File: src/design/advection_diffusion_cell_update_assert.svh
// Assertion macros shared by the cell update RTL.
`ifndef ADVECTION_DIFFUSION_CELL_UPDATE_ASSERT_SVH
`define ADVECTION_DIFFUSION_CELL_UPDATE_ASSERT_SVH

// Same-cycle implication, clocked on clk_i, off during reset.
`define ADC_ASSERT_IMP(lbl, ante, cons, msg) \
  lbl: assert property (@(posedge clk_i) disable iff (!rst_ni) (ante) |-> (cons)) \
    else $error(msg);

// Next-cycle implication, clocked on clk_i, off during reset.
`define ADC_ASSERT_NXT(lbl, ante, cons, msg) \
  lbl: assert property (@(posedge clk_i) disable iff (!rst_ni) (ante) |=> (cons)) \
    else $error(msg);

`endif

File: src/design/adc_delay.sv
// Enabled shift line that keeps sideband aligned with the dividers.
module adc_delay #(
  parameter int unsigned WIDTH = 8,
  parameter int unsigned DEPTH = 4
) (
  input  logic             clk_i,
  input  logic             rst_ni,
  input  logic             en_i,
  input  logic [WIDTH-1:0] data_i,
  output logic [WIDTH-1:0] data_o
);
  logic [WIDTH-1:0] line_q [DEPTH];

  always_ff @(posedge clk_i or negedge rst_ni) begin
    if (!rst_ni) begin
      for (int i = 0; i < DEPTH; i++) line_q[i] <= '0;
    end else if (en_i) begin
      line_q[0] <= data_i;
      for (int i = 1; i < DEPTH; i++) line_q[i] <= line_q[i-1];
    end
  end

  assign data_o = line_q[DEPTH-1];
endmodule

File: config.mk
export PLATFORM = sky130hd
export DESIGN_NAME = adc_delay
export DESIGN_NICKNAME = d
export VERILOG_FILES = /design/src/design/advection_diffusion_cell_update_assert.svh /design/src/design/adc_delay.sv
export SDC_FILE = /design/constraint.sdc
export NUM_CORES = 1
export LEC_CHECK = 0
export BUFFER_PORTS_ARGS = -buffer_cell sky130_fd_sc_hd__buf_4
export CAP_MARGIN = 25
export CORE_MARGIN = 4
export CORE_UTILIZATION = 45
export CTS_CLUSTER_SIZE = 24
export DETAILED_ROUTE_END_ITERATION = 6
export PLACE_DENSITY = 0.63
export SLEW_MARGIN = 20
export SYNTH_ARGS = -nofsm -noshare
export SYNTH_HDL_FRONTEND = slang
export SYNTH_SLANG_ARGS = --single-unit
File: constraint.sdc
create_clock -name clk_i -period 0.9 [get_ports clk_i]
set_input_delay 0.045 -clock clk_i [delete_from_list [all_inputs] [get_ports clk_i]]
set_output_delay 0.045 -clock clk_i [all_outputs]
set_load 0.1 [all_outputs]
# Word-level counts from Yosys, hierarchy flattened
# Cells that the tools add are included.
# word_totals
regBits	32
in_bits	11
output_inout_bits	8

# Logic depth before layout (Yosys ltp)
# depth
ltp_word	0
ltp_mapped	3
mapped_depth_nobuf	1

# Least setup slack after synthesis
# OpenSTA, ideal clock, no wires.
# synth_path
path_type	register to register
from	register, netlist name data_o[0]
to	register line_q (netlist bit data_o[0])
setup_ns	0.125
t_arrival_ns	0.604
required_ns	0.775
path_slack_ns	0.171
stages_incl_launch_ff	2
n_path_buf	0
synth_period_minus_slack_ns	0.729
cell_sequence	dfrtp_1 > mux2_4
# synth_lines
item	line	source
to (decl)	adc_delay.sv:12	logic [WIDTH-1:0] line_q [DEPTH];

# Worst setup path in the final report
# layout_path
from	register line_q (netlist bit data_o[7])
to	output port data_o[7]
# layout_lines
item	line	source
to (decl)	adc_delay.sv:10	output logic [WIDTH-1:0] data_o
# No word-level cell between the ends.

==> impl_metrics.py <==
metrics = {
    "status": {
        "outcome": "complete, but fails checks",
        "violations": "negative setup slack",
    },
    "detailed_routing": {
        "firstDrtPassIters": 3,
        "routedWlPerCell_um": 13.14,
        "drt-vias-per-instance": 4.358,
        "antenna_left": 0,
        "drcViolationCount": 0,
        "wl_um": 1945,
        "dr.first_iter.drc_count": 14,
        "vias": 645,
    },
    "clocking": {
        "cts.htree.levels": 2,
        "clk_latency_ps": 310,
        "clock_path_buffers": 2,
        "clk_pin_slew_worst_paths_ps": 90,
        "root_buffer": "clkbuf_4",
        "cts_sinks": 32,
        "cts_buffers": 5,
        "cts_tree": "yes",
    },
    "placement": {
        "dpl_cell_area_um2": 1504,
        "dpl.cell_count": 128,
        "pre_cts_ws_ps": 97.37,
        "hpwl_um": 1179,
        "gp_congestion": 0.6407,
        "port_buffers": 18,
    },
    "power_and_ir_drop": {
        "ir_drop_v": 0.0009208,
        "power_density_nw_per_um2": 2452,
        "power.leakage_nw": 0.8684,
        "power_mw": 4.406,
    },
    "worst_setup_path": {
        "path_max_fanout": 2,
        "critPathKind": "flop to output pin",
        "start_kind": "flop",
        "end_kind": "output pin",
        "crit_start": "data_o[7]$_DFFE_PN0P_",
        "worst_path_max_delay_cell": "dfrtp_1",
        "cp.arrival_ps": 910,
        "rr_startpoint": "data_o[0]$_DFFE_PN0P_",
        "crit_chain": "buf_12",
        "critPathBufInv": 1,
        "slowest_delay_ps": 420,
        "cp_top_family": "flip-flops",
        "required_ps": 850,
    },
    "sta": {
        "max_freq_ghz": 1.045,
        "rsz0062_at_grt": "true",
        "finalSetupViolCount": 12,
        "tns_ps": -486.9,
        "slew_headroom": 0.7387,
        "slew_viol_final": 0,
        "fin_crit_ps": 957.1,
        "tightest_slew_ps": 392.0,
        "hold_viol_final": 0,
        "hold_slack_ps": 183.4,
        "worst_slack_ps": -57.10,
        "timing.final.crit_share": 1.063,
        "fin_worst_skew_ps": 6.696,
    },
    "die": {
        "die_h_um": 63.88,
        "start_util": 0.4640,
        "die_x_um": 63.88,
        "core_um2": 3028,
        "rows": 20,
        "io_pins": 19,
        "die_area_um2": 4081,
    },
    "logic_synthesis": {
        "synth_seq_cells": 32,
        "syn_inst": 76,
        "yosysTopAreaCell": "dfrtp_1",
        "synthTopCellsByArea": "dfrtp_1, mux2_4, buf_12, buf_4, mux2_2",
        "synth_area_per_cell_um2": 18.49,
        "ys_seq_area_frac": 0.5699,
        "ys_types": 6,
        "synth_warnings": 0,
        "syn-num-nets": 87,
        "yosysTopAreaCellShare": 0.5699,
        "syn-cell-area_um2": 1405,
    },
    "grt": {
        "grt_pass1_wl_um": 3512,
        "gr-total-overflow": 0,
        "grt_pass1_vias": 740,
        "grt_max_degree": 33,
        "antenna_found_initial": 0,
        "grt_use_total": 0.1129,
    },
    "min_path": {
        "hp-class": "primary input to flop",
        "hp-start": "en_i",
    },
    "finish": {
        "layoutNonFillerInstCount": 148,
        "final_nets": 115,
        "fin_area_um2": 1797,
        "final_common_cell": "dfrtp_1",
        "final_util": 0.5934,
        "syn_to_final_growth_pct": 27.87,
        "drive_gt1_frac": 0.6058,
        "num_antenna_cells": 0,
        "nFillCells": 229,
        "mostFrequentLayoutCells": "dfrtp_1, mux2_4, buf_4, buf_12, dlygate4sd3_1",
    },
    "job": {
        "drv_cap": 0,
    },
}
-- what timing repair did --
action	4_1_cts	5_1_grt
buffers inserted	4	0
gates resized for setup	24	2
pin swaps	0	0
endpoints found under the setup margin	8	12
hold endpoints to repair	40	0
hold buffers	9	0
-- area by class of cell --
cell class                 instances  area [um2]  share of cell area
timing repair buffer              33       402.9              0.2242
tap                               44       55.05             0.03064
sequential                        32       800.8              0.4457
multi-input combinational         32       473.0              0.2632
clock buffer                       7       65.06             0.03621
-- synthesized netlist by cell type, drive strengths merged --
library cell	n
buf	12
dfrtp	32
mux2	32
-- layer usage --
layer / share of wire / global-route usage
met2: 0.46 / 0.1484
met1: 0.48 / 0.1615
met5: 0 / 0
met3: 0.045 / 0.04042
met4: 0.010 / 0.05660
-- registers in the layout (all words and copies together), names as in the netlist --
| signal | count |
|---|---|
| line_q | 24 |
| data_o | 8 |
-- power by group --
group	internal, mW	switching (mW)
sequential	1.69	0.189
combinational	0.806	0.854
clock	0.443	0.429
-- final timing paths --
kind                       slack (ps)  cells past startpoint                      to
min reg2reg                       510                      1  line_q[13]$_DFFE_PN0P_
max in group asynchronous         410                      2   data_o[7]$_DFFE_PN0P_
min                               180                      3  line_q[13]$_DFFE_PN0P_
min in group asynchronous         200                      2  line_q[12]$_DFFE_PN0P_
max reg2reg                       -20                      2   data_o[0]$_DFFE_PN0P_
max                               -60                      1               data_o[7]
-- logic make-up after synthesis --
logic type	Yosys count	synth area share
buf+inv	12	0.09350
flops	32	0.5699
mux	32	0.3366
Power figures use the tool's default switching activity.
